`config.mk`:
```
export PLATFORM = sky130hd
export DESIGN_NAME = abc_controller
export DESIGN_NICKNAME = d
export VERILOG_FILES = /design/src/sv/abc_pkg.sv /design/src/sv/abc_controller.sv
export VERILOG_INCLUDE_DIRS = /design/src /design/src/sv
export SDC_FILE = /design/constraint.sdc
export NUM_CORES = 1
export LEC_CHECK = 0
export ABC_AREA = 1
export CAP_MARGIN = 20
export CORE_ASPECT_RATIO = 1.2
export CORE_MARGIN = 3
export CORE_UTILIZATION = 61
export DETAILED_ROUTE_END_ITERATION = 7
export DONT_BUFFER_PORTS = 1
export GPL_ROUTABILITY_DRIVEN = 0
export PLACE_DENSITY_LB_ADDON = 0.05
export SYNTH_ARGS = -nofsm -noshare
export SYNTH_HDL_FRONTEND = slang
export SYNTH_SLANG_ARGS = --single-unit
```
`constraint.sdc`:
```
create_clock -name clk -period 2.95 [get_ports clk]
set_clock_uncertainty 0.05 [all_clocks]
set_input_delay 0.59 -clock clk [delete_from_list [all_inputs] [get_ports clk]]
set_output_delay 0.59 -clock clk [all_outputs]
set_load 0.005 [all_outputs]
```
`src/sv/aes_block_cipher_unit_macros.svh`:
```
// assertion helpers for the aes block cipher unit
`ifndef AES_BLOCK_CIPHER_UNIT_MACROS_SVH
`define AES_BLOCK_CIPHER_UNIT_MACROS_SVH
// implication checked on every clock edge outside reset
`define ABC_ASSERT_IMP(label, ante, cons, msg) \
  label: assert property (@(posedge clk) disable iff (rst) (ante) |-> (cons)) else $error(msg);
// implication whose consequent is checked in the cycle after the antecedent
`define ABC_ASSERT_NXT(label, ante, cons, msg) \
  label: assert property (@(posedge clk) disable iff (rst) (ante) |=> (cons)) else $error(msg);
`endif

```
`src/sv/abc_pkg.sv`:
```
// ----------------------------------------------------------------------------
// abc_pkg
// shared types, constants and round functions of the aes block cipher unit
// ----------------------------------------------------------------------------
package abc_pkg;

  localparam int MaxRoundsDefault = 14;

  localparam logic [2:0] CFG_KEY_SIZE = 3'd0;
  localparam logic [2:0] CFG_KEY_W0   = 3'd1;
  localparam logic [2:0] CFG_KEY_W1   = 3'd2;
  localparam logic [2:0] CFG_KEY_W2   = 3'd3;
  localparam logic [2:0] CFG_KEY_W3   = 3'd4;

  localparam logic KIND_ENCRYPT = 1'b0;
  localparam logic KIND_DECRYPT = 1'b1;

  typedef struct packed {
    logic        kind;
    logic [63:0] block_hi;
    logic [63:0] block_lo;
  } in_item_t;

  typedef struct packed {
    logic [63:0] result_hi;
    logic [63:0] result_lo;
  } out_item_t;

  // controller to datapath
  typedef struct packed {
    logic kx_init;    // load key words into the expansion window
    logic kx_step;    // produce the next schedule word
    logic kx_write;   // write the four newest window words into the store as a round key
    logic blk_load;   // capture input block and apply first round key
    logic blk_round;  // one full cipher round
    logic blk_last;   // final round without column mixing
    logic out_load;   // move state into the output register
    logic decrypt;
  } abc_cmd_t;

  localparam logic [255:0][7:0] FwdSub = {
    8'h16,8'hbb,8'h54,8'hb0,8'h0f,8'h2d,8'h99,8'h41,8'h68,8'h42,8'he6,8'hbf,8'h0d,8'h89,8'ha1,8'h8c,
    8'hdf,8'h28,8'h55,8'hce,8'he9,8'h87,8'h1e,8'h9b,8'h94,8'h8e,8'hd9,8'h69,8'h11,8'h98,8'hf8,8'he1,
    8'h9e,8'h1d,8'hc1,8'h86,8'hb9,8'h57,8'h35,8'h61,8'h0e,8'hf6,8'h03,8'h48,8'h66,8'hb5,8'h3e,8'h70,
    8'h8a,8'h8b,8'hbd,8'h4b,8'h1f,8'h74,8'hdd,8'he8,8'hc6,8'hb4,8'ha6,8'h1c,8'h2e,8'h25,8'h78,8'hba,
    8'h08,8'hae,8'h7a,8'h65,8'hea,8'hf4,8'h56,8'h6c,8'ha9,8'h4e,8'hd5,8'h8d,8'h6d,8'h37,8'hc8,8'he7,
    8'h79,8'he4,8'h95,8'h91,8'h62,8'hac,8'hd3,8'hc2,8'h5c,8'h24,8'h06,8'h49,8'h0a,8'h3a,8'h32,8'he0,
    8'hdb,8'h0b,8'h5e,8'hde,8'h14,8'hb8,8'hee,8'h46,8'h88,8'h90,8'h2a,8'h22,8'hdc,8'h4f,8'h81,8'h60,
    8'h73,8'h19,8'h5d,8'h64,8'h3d,8'h7e,8'ha7,8'hc4,8'h17,8'h44,8'h97,8'h5f,8'hec,8'h13,8'h0c,8'hcd,
    8'hd2,8'hf3,8'hff,8'h10,8'h21,8'hda,8'hb6,8'hbc,8'hf5,8'h38,8'h9d,8'h92,8'h8f,8'h40,8'ha3,8'h51,
    8'ha8,8'h9f,8'h3c,8'h50,8'h7f,8'h02,8'hf9,8'h45,8'h85,8'h33,8'h4d,8'h43,8'hfb,8'haa,8'hef,8'hd0,
    8'hcf,8'h58,8'h4c,8'h4a,8'h39,8'hbe,8'hcb,8'h6a,8'h5b,8'hb1,8'hfc,8'h20,8'hed,8'h00,8'hd1,8'h53,
    8'h84,8'h2f,8'he3,8'h29,8'hb3,8'hd6,8'h3b,8'h52,8'ha0,8'h5a,8'h6e,8'h1b,8'h1a,8'h2c,8'h83,8'h09,
    8'h75,8'hb2,8'h27,8'heb,8'he2,8'h80,8'h12,8'h07,8'h9a,8'h05,8'h96,8'h18,8'hc3,8'h23,8'hc7,8'h04,
    8'h15,8'h31,8'hd8,8'h71,8'hf1,8'he5,8'ha5,8'h34,8'hcc,8'hf7,8'h3f,8'h36,8'h26,8'h93,8'hfd,8'hb7,
    8'hc0,8'h72,8'ha4,8'h9c,8'haf,8'ha2,8'hd4,8'had,8'hf0,8'h47,8'h59,8'hfa,8'h7d,8'hc9,8'h82,8'hca,
    8'h76,8'hab,8'hd7,8'hfe,8'h2b,8'h67,8'h01,8'h30,8'hc5,8'h6f,8'h6b,8'hf2,8'h7b,8'h77,8'h7c,8'h63
  };

  localparam logic [255:0][7:0] InvSub = {
    8'h7d,8'h0c,8'h21,8'h55,8'h63,8'h14,8'h69,8'he1,8'h26,8'hd6,8'h77,8'hba,8'h7e,8'h04,8'h2b,8'h17,
    8'h61,8'h99,8'h53,8'h83,8'h3c,8'hbb,8'heb,8'hc8,8'hb0,8'hf5,8'h2a,8'hae,8'h4d,8'h3b,8'he0,8'ha0,
    8'hef,8'h9c,8'hc9,8'h93,8'h9f,8'h7a,8'he5,8'h2d,8'h0d,8'h4a,8'hb5,8'h19,8'ha9,8'h7f,8'h51,8'h60,
    8'h5f,8'hec,8'h80,8'h27,8'h59,8'h10,8'h12,8'hb1,8'h31,8'hc7,8'h07,8'h88,8'h33,8'ha8,8'hdd,8'h1f,
    8'hf4,8'h5a,8'hcd,8'h78,8'hfe,8'hc0,8'hdb,8'h9a,8'h20,8'h79,8'hd2,8'hc6,8'h4b,8'h3e,8'h56,8'hfc,
    8'h1b,8'hbe,8'h18,8'haa,8'h0e,8'h62,8'hb7,8'h6f,8'h89,8'hc5,8'h29,8'h1d,8'h71,8'h1a,8'hf1,8'h47,
    8'h6e,8'hdf,8'h75,8'h1c,8'he8,8'h37,8'hf9,8'he2,8'h85,8'h35,8'had,8'he7,8'h22,8'h74,8'hac,8'h96,
    8'h73,8'he6,8'hb4,8'hf0,8'hce,8'hcf,8'hf2,8'h97,8'hea,8'hdc,8'h67,8'h4f,8'h41,8'h11,8'h91,8'h3a,
    8'h6b,8'h8a,8'h13,8'h01,8'h03,8'hbd,8'haf,8'hc1,8'h02,8'h0f,8'h3f,8'hca,8'h8f,8'h1e,8'h2c,8'hd0,
    8'h06,8'h45,8'hb3,8'hb8,8'h05,8'h58,8'he4,8'hf7,8'h0a,8'hd3,8'hbc,8'h8c,8'h00,8'hab,8'hd8,8'h90,
    8'h84,8'h9d,8'h8d,8'ha7,8'h57,8'h46,8'h15,8'h5e,8'hda,8'hb9,8'hed,8'hfd,8'h50,8'h48,8'h70,8'h6c,
    8'h92,8'hb6,8'h65,8'h5d,8'hcc,8'h5c,8'ha4,8'hd4,8'h16,8'h98,8'h68,8'h86,8'h64,8'hf6,8'hf8,8'h72,
    8'h25,8'hd1,8'h8b,8'h6d,8'h49,8'ha2,8'h5b,8'h76,8'hb2,8'h24,8'hd9,8'h28,8'h66,8'ha1,8'h2e,8'h08,
    8'h4e,8'hc3,8'hfa,8'h42,8'h0b,8'h95,8'h4c,8'hee,8'h3d,8'h23,8'hc2,8'ha6,8'h32,8'h94,8'h7b,8'h54,
    8'hcb,8'he9,8'hde,8'hc4,8'h44,8'h43,8'h8e,8'h34,8'h87,8'hff,8'h2f,8'h9b,8'h82,8'h39,8'he3,8'h7c,
    8'hfb,8'hd7,8'hf3,8'h81,8'h9e,8'ha3,8'h40,8'hbf,8'h38,8'ha5,8'h36,8'h30,8'hd5,8'h6a,8'h09,8'h52
  };

  function automatic logic [7:0] xtime(input logic [7:0] a);
    return {a[6:0], 1'b0} ^ (a[7] ? 8'h1b : 8'h00);
  endfunction

  // byte n of a 128-bit state, byte 0 in the top bits
  function automatic logic [7:0] sbyte(input logic [127:0] s, input int n);
    return s[127-8*n -: 8];
  endfunction

  function automatic logic [31:0] sub_word(input logic [31:0] w);
    return {FwdSub[w[31:24]], FwdSub[w[23:16]], FwdSub[w[15:8]], FwdSub[w[7:0]]};
  endfunction

  function automatic logic [127:0] enc_round(input logic [127:0] s, input logic last);
    logic [127:0] t;
    logic [127:0] m;
    logic [7:0]   a0, a1, a2, a3;
    for (int c = 0; c < 4; c++) begin
      for (int r = 0; r < 4; r++) begin
        t[127-8*(c*4+r) -: 8] = FwdSub[sbyte(s, ((c + r) % 4) * 4 + r)];
      end
    end
    for (int c = 0; c < 4; c++) begin
      a0 = sbyte(t, 4*c);
      a1 = sbyte(t, 4*c+1);
      a2 = sbyte(t, 4*c+2);
      a3 = sbyte(t, 4*c+3);
      m[127-32*c -: 32] = {xtime(a0) ^ xtime(a1) ^ a1 ^ a2 ^ a3,
                           a0 ^ xtime(a1) ^ xtime(a2) ^ a2 ^ a3,
                           a0 ^ a1 ^ xtime(a2) ^ xtime(a3) ^ a3,
                           xtime(a0) ^ a0 ^ a1 ^ a2 ^ xtime(a3)};
    end
    return last ? t : m;
  endfunction

  // inverse mix on all four columns via the 4/5 pre-multiply trick
  function automatic logic [127:0] inv_mix(input logic [127:0] s);
    logic [127:0] m;
    logic [7:0]   a0, a1, a2, a3, u, v;
    for (int c = 0; c < 4; c++) begin
      a0 = sbyte(s, 4*c);
      a1 = sbyte(s, 4*c+1);
      a2 = sbyte(s, 4*c+2);
      a3 = sbyte(s, 4*c+3);
      u = xtime(xtime(a0 ^ a2));
      v = xtime(xtime(a1 ^ a3));
      a0 = a0 ^ u;
      a1 = a1 ^ v;
      a2 = a2 ^ u;
      a3 = a3 ^ v;
      m[127-32*c -: 32] = {xtime(a0) ^ xtime(a1) ^ a1 ^ a2 ^ a3,
                           a0 ^ xtime(a1) ^ xtime(a2) ^ a2 ^ a3,
                           a0 ^ a1 ^ xtime(a2) ^ xtime(a3) ^ a3,
                           xtime(a0) ^ a0 ^ a1 ^ a2 ^ xtime(a3)};
    end
    return m;
  endfunction

  function automatic logic [127:0] inv_shift_sub(input logic [127:0] s);
    logic [127:0] t;
    for (int c = 0; c < 4; c++) begin
      for (int r = 0; r < 4; r++) begin
        t[127-8*(((c + r) % 4) * 4 + r) -: 8] = InvSub[sbyte(s, c*4+r)];
      end
    end
    return t;
  endfunction

endpackage

```
`src/sv/abc_controller.sv`:
```
// ----------------------------------------------------------------------------
// abc_controller
// sequencer for key expansion, cipher rounds and the result handshake
// ----------------------------------------------------------------------------
`include "aes_block_cipher_unit_macros.svh"

module abc_controller #(
  parameter int MAX_ROUNDS = abc_pkg::MaxRoundsDefault
) (
  input  logic              clk,
  input  logic              rst,
  input  logic              cfg_touch,   // listed register written
  input  logic [1:0]        key_sel,
  input  logic              in_valid,
  output logic              in_ready,
  input  logic              in_kind,
  output logic              out_valid,
  input  logic              out_ready,
  output abc_pkg::abc_cmd_t cmd,
  output logic [5:0]        kx_index,
  output logic [$clog2(MAX_ROUNDS+1)-1:0] rd_round,
  output logic [$clog2(MAX_ROUNDS+1)-1:0] wr_round
);

  localparam int RW = $clog2(MAX_ROUNDS + 1);

  localparam logic [2:0] S_IDLE  = 3'd0;
  localparam logic [2:0] S_KINIT = 3'd1;
  localparam logic [2:0] S_KEXP  = 3'd2;
  localparam logic [2:0] S_FETCH = 3'd3;
  localparam logic [2:0] S_LOAD  = 3'd4;
  localparam logic [2:0] S_ROUND = 3'd5;
  localparam logic [2:0] S_DONE  = 3'd6;

  logic [2:0]    state, state_next;
  logic          keys_ready;
  logic          decrypt;
  logic [RW-1:0] rounds;
  logic [RW-1:0] rnd;          // rounds completed
  logic [5:0]    widx;         // words present in the window so far
  logic [5:0]    total;
  logic [3:0]    nk;
  logic          pending;      // result waiting in output register
  logic          in_fire;
  logic          drain;

  always_comb begin
    rounds = (10 + 2 * int'(key_sel) > MAX_ROUNDS) ? RW'(MAX_ROUNDS)
           : RW'(10 + 2 * int'(key_sel));
    nk     = 4'd4 + {1'b0, key_sel, 1'b0};
    total  = 6'(4 * (int'(rounds) + 1));
  end

  assign drain    = out_valid && out_ready;
  assign in_ready = (state == S_IDLE) && !cfg_touch;
  assign in_fire  = in_valid && in_ready;
  assign out_valid = pending;
  assign kx_index = widx;

  // a round key is written each time four new words sit in the window
  assign wr_round = RW'((widx >> 2) - 6'd1);

  always_comb begin
    cmd = '0;
    cmd.decrypt = decrypt;
    state_next = state;
    rd_round = decrypt ? rounds - rnd : rnd;
    unique case (state)
      S_IDLE: begin
        if (in_fire) begin
          state_next = keys_ready ? S_FETCH : S_KINIT;
        end
      end
      S_KINIT: begin
        cmd.kx_init = 1'b1;
        state_next = S_KEXP;
      end
      S_KEXP: begin
        // round key 0 is stored at init, later ones as their words complete
        cmd.kx_write = (widx[1:0] == 2'd0) && (widx <= total);
        cmd.kx_step  = (widx < total);
        if (widx >= total) begin
          state_next = S_FETCH;
        end
      end
      S_FETCH: state_next = S_LOAD;
      S_LOAD: begin
        cmd.blk_load = 1'b1;
        state_next = S_ROUND;
      end
      S_ROUND: begin
        if (rnd == rounds) begin
          if (!pending || drain) begin
            cmd.out_load = 1'b1;
            state_next = S_DONE;
          end
        end else if (rnd == rounds - RW'(1)) begin
          cmd.blk_last = 1'b1;
        end else begin
          cmd.blk_round = 1'b1;
        end
      end
      S_DONE: state_next = S_IDLE;
      default: state_next = S_IDLE;
    endcase
    // prefetch the key of the round after the one in progress
    if (state == S_LOAD) begin
      rd_round = decrypt ? rounds - rnd - RW'(1) : rnd + RW'(1);
    end else if (cmd.blk_round) begin
      rd_round = decrypt ? rounds - rnd - RW'(2) : rnd + RW'(2);
    end
  end

  always_ff @(posedge clk) begin
    if (rst) begin
      state      <= S_IDLE;
      keys_ready <= 1'b0;
      pending    <= 1'b0;
      decrypt    <= 1'b0;
      rnd        <= '0;
      widx       <= '0;
    end else begin
      state <= state_next;
      if (in_fire) begin
        decrypt <= in_kind;
        rnd     <= '0;
      end
      if (state == S_KINIT) begin
        widx <= 6'(nk);
      end else if (cmd.kx_step) begin
        widx <= widx + 6'd1;
      end
      if (state == S_KEXP && widx >= total) begin
        keys_ready <= 1'b1;
      end
      if (cfg_touch) begin
        keys_ready <= 1'b0;
      end
      if (cmd.blk_round || cmd.blk_last) begin
        rnd <= rnd + RW'(1);
      end
      if (cmd.out_load) begin
        pending <= 1'b1;
      end else if (drain) begin
        pending <= 1'b0;
      end
    end
  end

  `ABC_ASSERT_IMP(a_no_accept_busy, state != S_IDLE, !in_ready, "input taken while busy")
  `ABC_ASSERT_NXT(a_load_after_fetch, state == S_FETCH, state == S_LOAD, "fetch not followed by load")
  `ABC_ASSERT_IMP(a_ready_keys, state == S_FETCH, keys_ready, "cipher started without keys")
  `ABC_ASSERT_IMP(a_round_bound, state == S_ROUND, rnd <= rounds, "round count overrun")

endmodule

```
==> metrics, run 1 <==
status complete, no violations; Antenna Nets Post-Route 0; num ports 32; die footprint just over 3000 um^2; Final nets ~260; Layout Area Growth over Synthesis 8.14%; vias in the first global route 1,377; largest net degree at the start of global routing 11; cts hold-fix bufs 0; leak pwr 0.743 nW; row count 18; library cells used by synthesis 29; Period Utilization, post-route 0.948; post-synth top area share 0.217; ys async rst share 0; top cells by instance count after synthesis 57 x nand2_1, 37 x inv_1, 17 x a21oi_1; syn avg cell area 6.44 um^2; Final setup violation count 0; Vias per Instance 5.41; VDD IR max ~490 uV; Hold Path Class in2reg; count leader, synth nand2_1; global-route wire length before repair 5620 um; total gr overflow 0; CTS clk-pin slew, worst paths approximately 0.10 ns; chip height 59.9 um; final hold vios 0; HPWL Detailed around 2600 um; die width approximately 51 um; CTS Buf Count 3; ANT cells 0; Synth area leaders dfxtp_1 22%, nand2_1 15%, ha_1 13%; Synth Flop Type dfxtp_1; CP Capture Type output pin; Worst Path Max Fanout 4; drt initial violations 32; post-place instance area around 1500 um^2; Pre-Repair DR Iteration Count 4; post-route insts no fill between 200 and 300; Period minus WS final approximately 2.8 ns; critical path required time ~2.3 ns; Clock Latency Late Sink roughly 0.3 ns; design area between 1500 and 2000 um^2; CTS Sinks 16; Max Slew Vio Count 0; TNS Setup 0 ns; Core ar. ~2200 um^2; dpl cells between 200 and 300; fmax roughly 0.36 GHz; pwr dens 465 nW/um^2; crit path kind in2out; CTS H-tree lvls 1; PortBufs 0; Initial Utilization 0.675; Mapped Nets 253; register bit total from synthesis 16; dominant cell type by area after synthesis dfxtp_1; initial antenna violation count 0; share of cells above drive strength 1 0.112; RSZ-0062 raised after global routing false; via count 1,423; wire per inst roughly 13 um; crit path launch type input pin; DRC Markers 0; synth warn 0; clock root cell clkbuf_4; final core utilization 0.730; Tot GR Track Use 0.237; CTS Buffer Depth 2; Arr. time, crit path ~2.2 ns; max_cap viols 0; Netlist Area Pre-Place roughly 1500 um^2; EDFF count, synth 0; Post-Syn Instances between 200 and 250; Seq/Total Area, Yosys 0.217; Routed WL about 3400 um; Tot Pwr approximately 0.74 mW; TritonCTS clock tree yes
[cells by family after synthesis]
logic type	synth area share
other	0.00254
and+or+nand+nor	0.316
AOI/OAI and AO/OA	0.131
adders and majority gates	0.141
buffers and inverters	0.115
DFF	0.217
xor gates and xnor gates	0.0772
[cell usage in the layout (no fill, tap or decap), drive strengths merged, types with 2 or more instances in the layout]
cell	count
inv	38
o21ai	15
nand3	18
nor2	20
dfxtp	16
o21bai	2
or2	2
xnor2	3
ha	15
clkbuf	4
nand4	2
nor3	4
nand2	58
xor2	10
buf	4
a21oi	17
[final timing paths]
kind	slack, ns	start	end	cells past startpoint
max	0.15	key_sel[0]	rd_round[3]	11
min	0.29	rst	rnd[2]	1
max reg2reg	0.93	rnd[1]	rnd[3]	12
min reg2reg	0.47	rnd[1]	rnd[1]	2
[cell type report]
class	count	area (um^2)
Tap cell	30	37.5
Inverter	39	146
Clock buffer	4	36.3
Timing Repair Buffer	4	30.0
Fill cell	193	589
Sequential cell	16	322
Multi-Input combinational cell	170	1020
[registers in the layout (all words and copies together) (netlist names)]
signal / flops
decrypt: 1
keys_ready: 1
kx_index: 6
out_valid: 1
rnd: 4
state: 3
[where the power goes]
group          switching (mW)  total [mW]  internal [mW]
Clock                  0.0749       0.150         0.0753
Sequential             0.0446       0.287          0.242
Combinational           0.200       0.305          0.105
[worst max-delay path, cell delays in order]
cell and delay, ns:
inv_1 0.08, nand2_1 0.08, ha_2 0.41, xor2_4 0.21, ha_1 0.20, inv_1 0.07, a21oi_1 0.18, or2_1 0.13
nand3_1 0.06, nand2_1 0.07, nand2_1 0.06
[through the flow]
stage	worst slack, ns	hold WS [ns]
floorplan	0.184	0.428
global placement	0.111	0.445
detailed placement	0.0601	0.454
finish	0.154	0.294
CTS	0.0486	0.300
global route	0.0216	0.291
[repair_timing]
action	in CTS	in global routing
gates resized for setup	0	8
endpoints found under the hold margin	0	0
setup buffers	0	1
endpoints found under the setup margin	0	3
[layer usage]
layer | GRT usage | wire length, um | up-vias
met5 | 0 | 0 | -
met4 | 0.104 | 87 | 0
met3 | 0.0449 | 177 | 12
met2 | 0.446 | 1730 | 39
met1 | 0.255 | 1380 | 642
li1 | - | - | 730
Note: power is estimated with default switching activity, not from simulation.
==> run 2: changes to the inputs <==
clock period = 3.2 ns   (was 2.95 ns; I/O delays follow)
==> metrics, run 2 (synthesis gave the netlist of run 1 again) <==
status complete, no violations; pwr dens ~440 nW/um^2; cell repeated most along the worst path nand2_1; max_cap viols 0; tightest hold margin 0.350 ns; CTS Buf Count 3; worst setup margin between 0.15 and 0.2 ns; TNS Setup 0 ns; Clock Latency Late Sink 0.29 ns; die footprint 3050 um^2; CP max stage delay about 0.33 ns; Tot GR Track Use 0.236; hold path startpoint rst; leak pwr around 0.73 nW; RSZ-0062 raised after global routing false; Hold EP kx_index[3]; reg2reg start rnd[1]; drt initial violations 33; final core utilization 0.708; CTS H-tree lvls 1; Int Pwr approximately 0.39 mW; part of the power in the clock network 0.200; post-CTS resize count 0; Largest register FFs 6; crit path kind in2out; CTS clk-pin slew, worst paths ~0.090 ns; num ports 32; CTS Sinks 16; largest net degree at the start of global routing 11; VDD IR max roughly 480 uV; Reg2Reg Capture Point rnd[3]; post-route insts no fill 261; Initial Utilization 0.675; HPWL Detailed between 2000 and 3000 um; Worst path slowest cell ha_1; met1 wire length 1280 um; Max Slew Vio Count 0; Logic pwr share 0.413; Pre-Repair DR Iteration Count 4; r2r setup slk about 1.2 ns; Core ar. roughly 2200 um^2; Arr. time, crit path roughly 2.3 ns; ANT cells 0; hold path depth 1; Worst R2R Path Depth 11; vias in the first global route roughly 1.4k; P_sw ~0.30 mW; DP Worst Slack 0.159 ns; Vias per Instance 5.34; final hold vios 0; initial antenna violation count 0; Final setup violation count 0; most common cell after layout, fill and taps aside nand2_1; wire per inst 12.6 um; total gr overflow 0; post-place instance area 1500 um^2; most frequent cells in the layout 57 x nand2_1, 37 x inv_1, 17 x a21oi_1; uppermost layer routed met4; Layout Area Growth over Synthesis 4.92%; CTS Buffer Depth 2; CP Capture Type output pin; dpl cells 257; setup bufs post-CTS 0; Antenna Nets Post-Route 0; Met3 Wirelength around 160 um; TritonCTS clock tree yes; crit path launch type input pin; global-route wire length before repair 5600 um; DRC Markers 0; Tot Pwr a little under 0.7 mW; design area around 1500 um^2; Period Utilization, post-route 0.940; clock root cell clkbuf_4; Routed WL 3290 um; share of cells above drive strength 1 0.0823; fmax 0.332 GHz; via count between 1k and 1.5k; Worst Path Max Fanout 7; Hold Path Class in2reg; cts hold-fix bufs 0; row count 18; Period minus WS final roughly 3 ns; crit-path cells inv_1 -> nor2_1 -> inv_1 -> ha_1 -> inv_1 -> ha_1 -> nand2_1 -> inv_1 -> nand3_1 -> nand2_4 -> nand2_1 -> o21ai_0 -> nand2_1 -> nand2_1 -> nand2_1 -> nand2_1; critical path required time 2.51 ns; chip height 59.9 um; die width between 50 and 60 um; switch share 0.434; Reg power frac 0.386; Final nets around 260; wire length on met2 approximately 1800 um; PortBufs 0
## run 2: worst max path at each step
stage	from	to	slack [ns]	cells after the start
after floorplan	key_sel[0]	rd_round[2]	0.33	8
after global placement	key_sel[0]	rd_round[2]	0.22	8
after detailed placement	key_sel[0]	rd_round[2]	0.16	8
after CTS	key_sel[0]	rd_round[2]	0.15	8
after global routing	key_sel[0]	rd_round[3]	0.03	16
final	key_sel[0]	rd_round[3]	0.19	16
## run 2: power by group through the flow
stage	registers, mW	logic [mW]	clock network, mW
6_report	0.264	0.282	0.137
5_1_grt	0.269	0.328	0.147
4_1_cts	0.264	0.282	0.140
3_5_place_dp	0.269	0.279	0
3_3_place_gp	0.268	0.270	0
2_1_floorplan	0.258	0.234	0
## run 2: area by class of cell
type	instances	area, um^2
repair buffers	2	15.0
well taps	30	37.5
clock buffers	4	36.3
inverters	39	146
fillers	208	637
multi-input cells	170	992
flip-flops and latches	16	320
## run 2: critical path: cells and delay by family
kind	cells	cell delay, ns
simple gates	9	0.80
fa+ha+maj	2	0.47
buf+inv	4	0.30
compound gates	1	0.08
## run 2: per-layer routing
layer  vias to the layer above  track usage
li1                        723            -
met2                        35        0.474
met3                         6       0.0424
met4                         0       0.0923
met5                         -            0
met1                       631        0.237
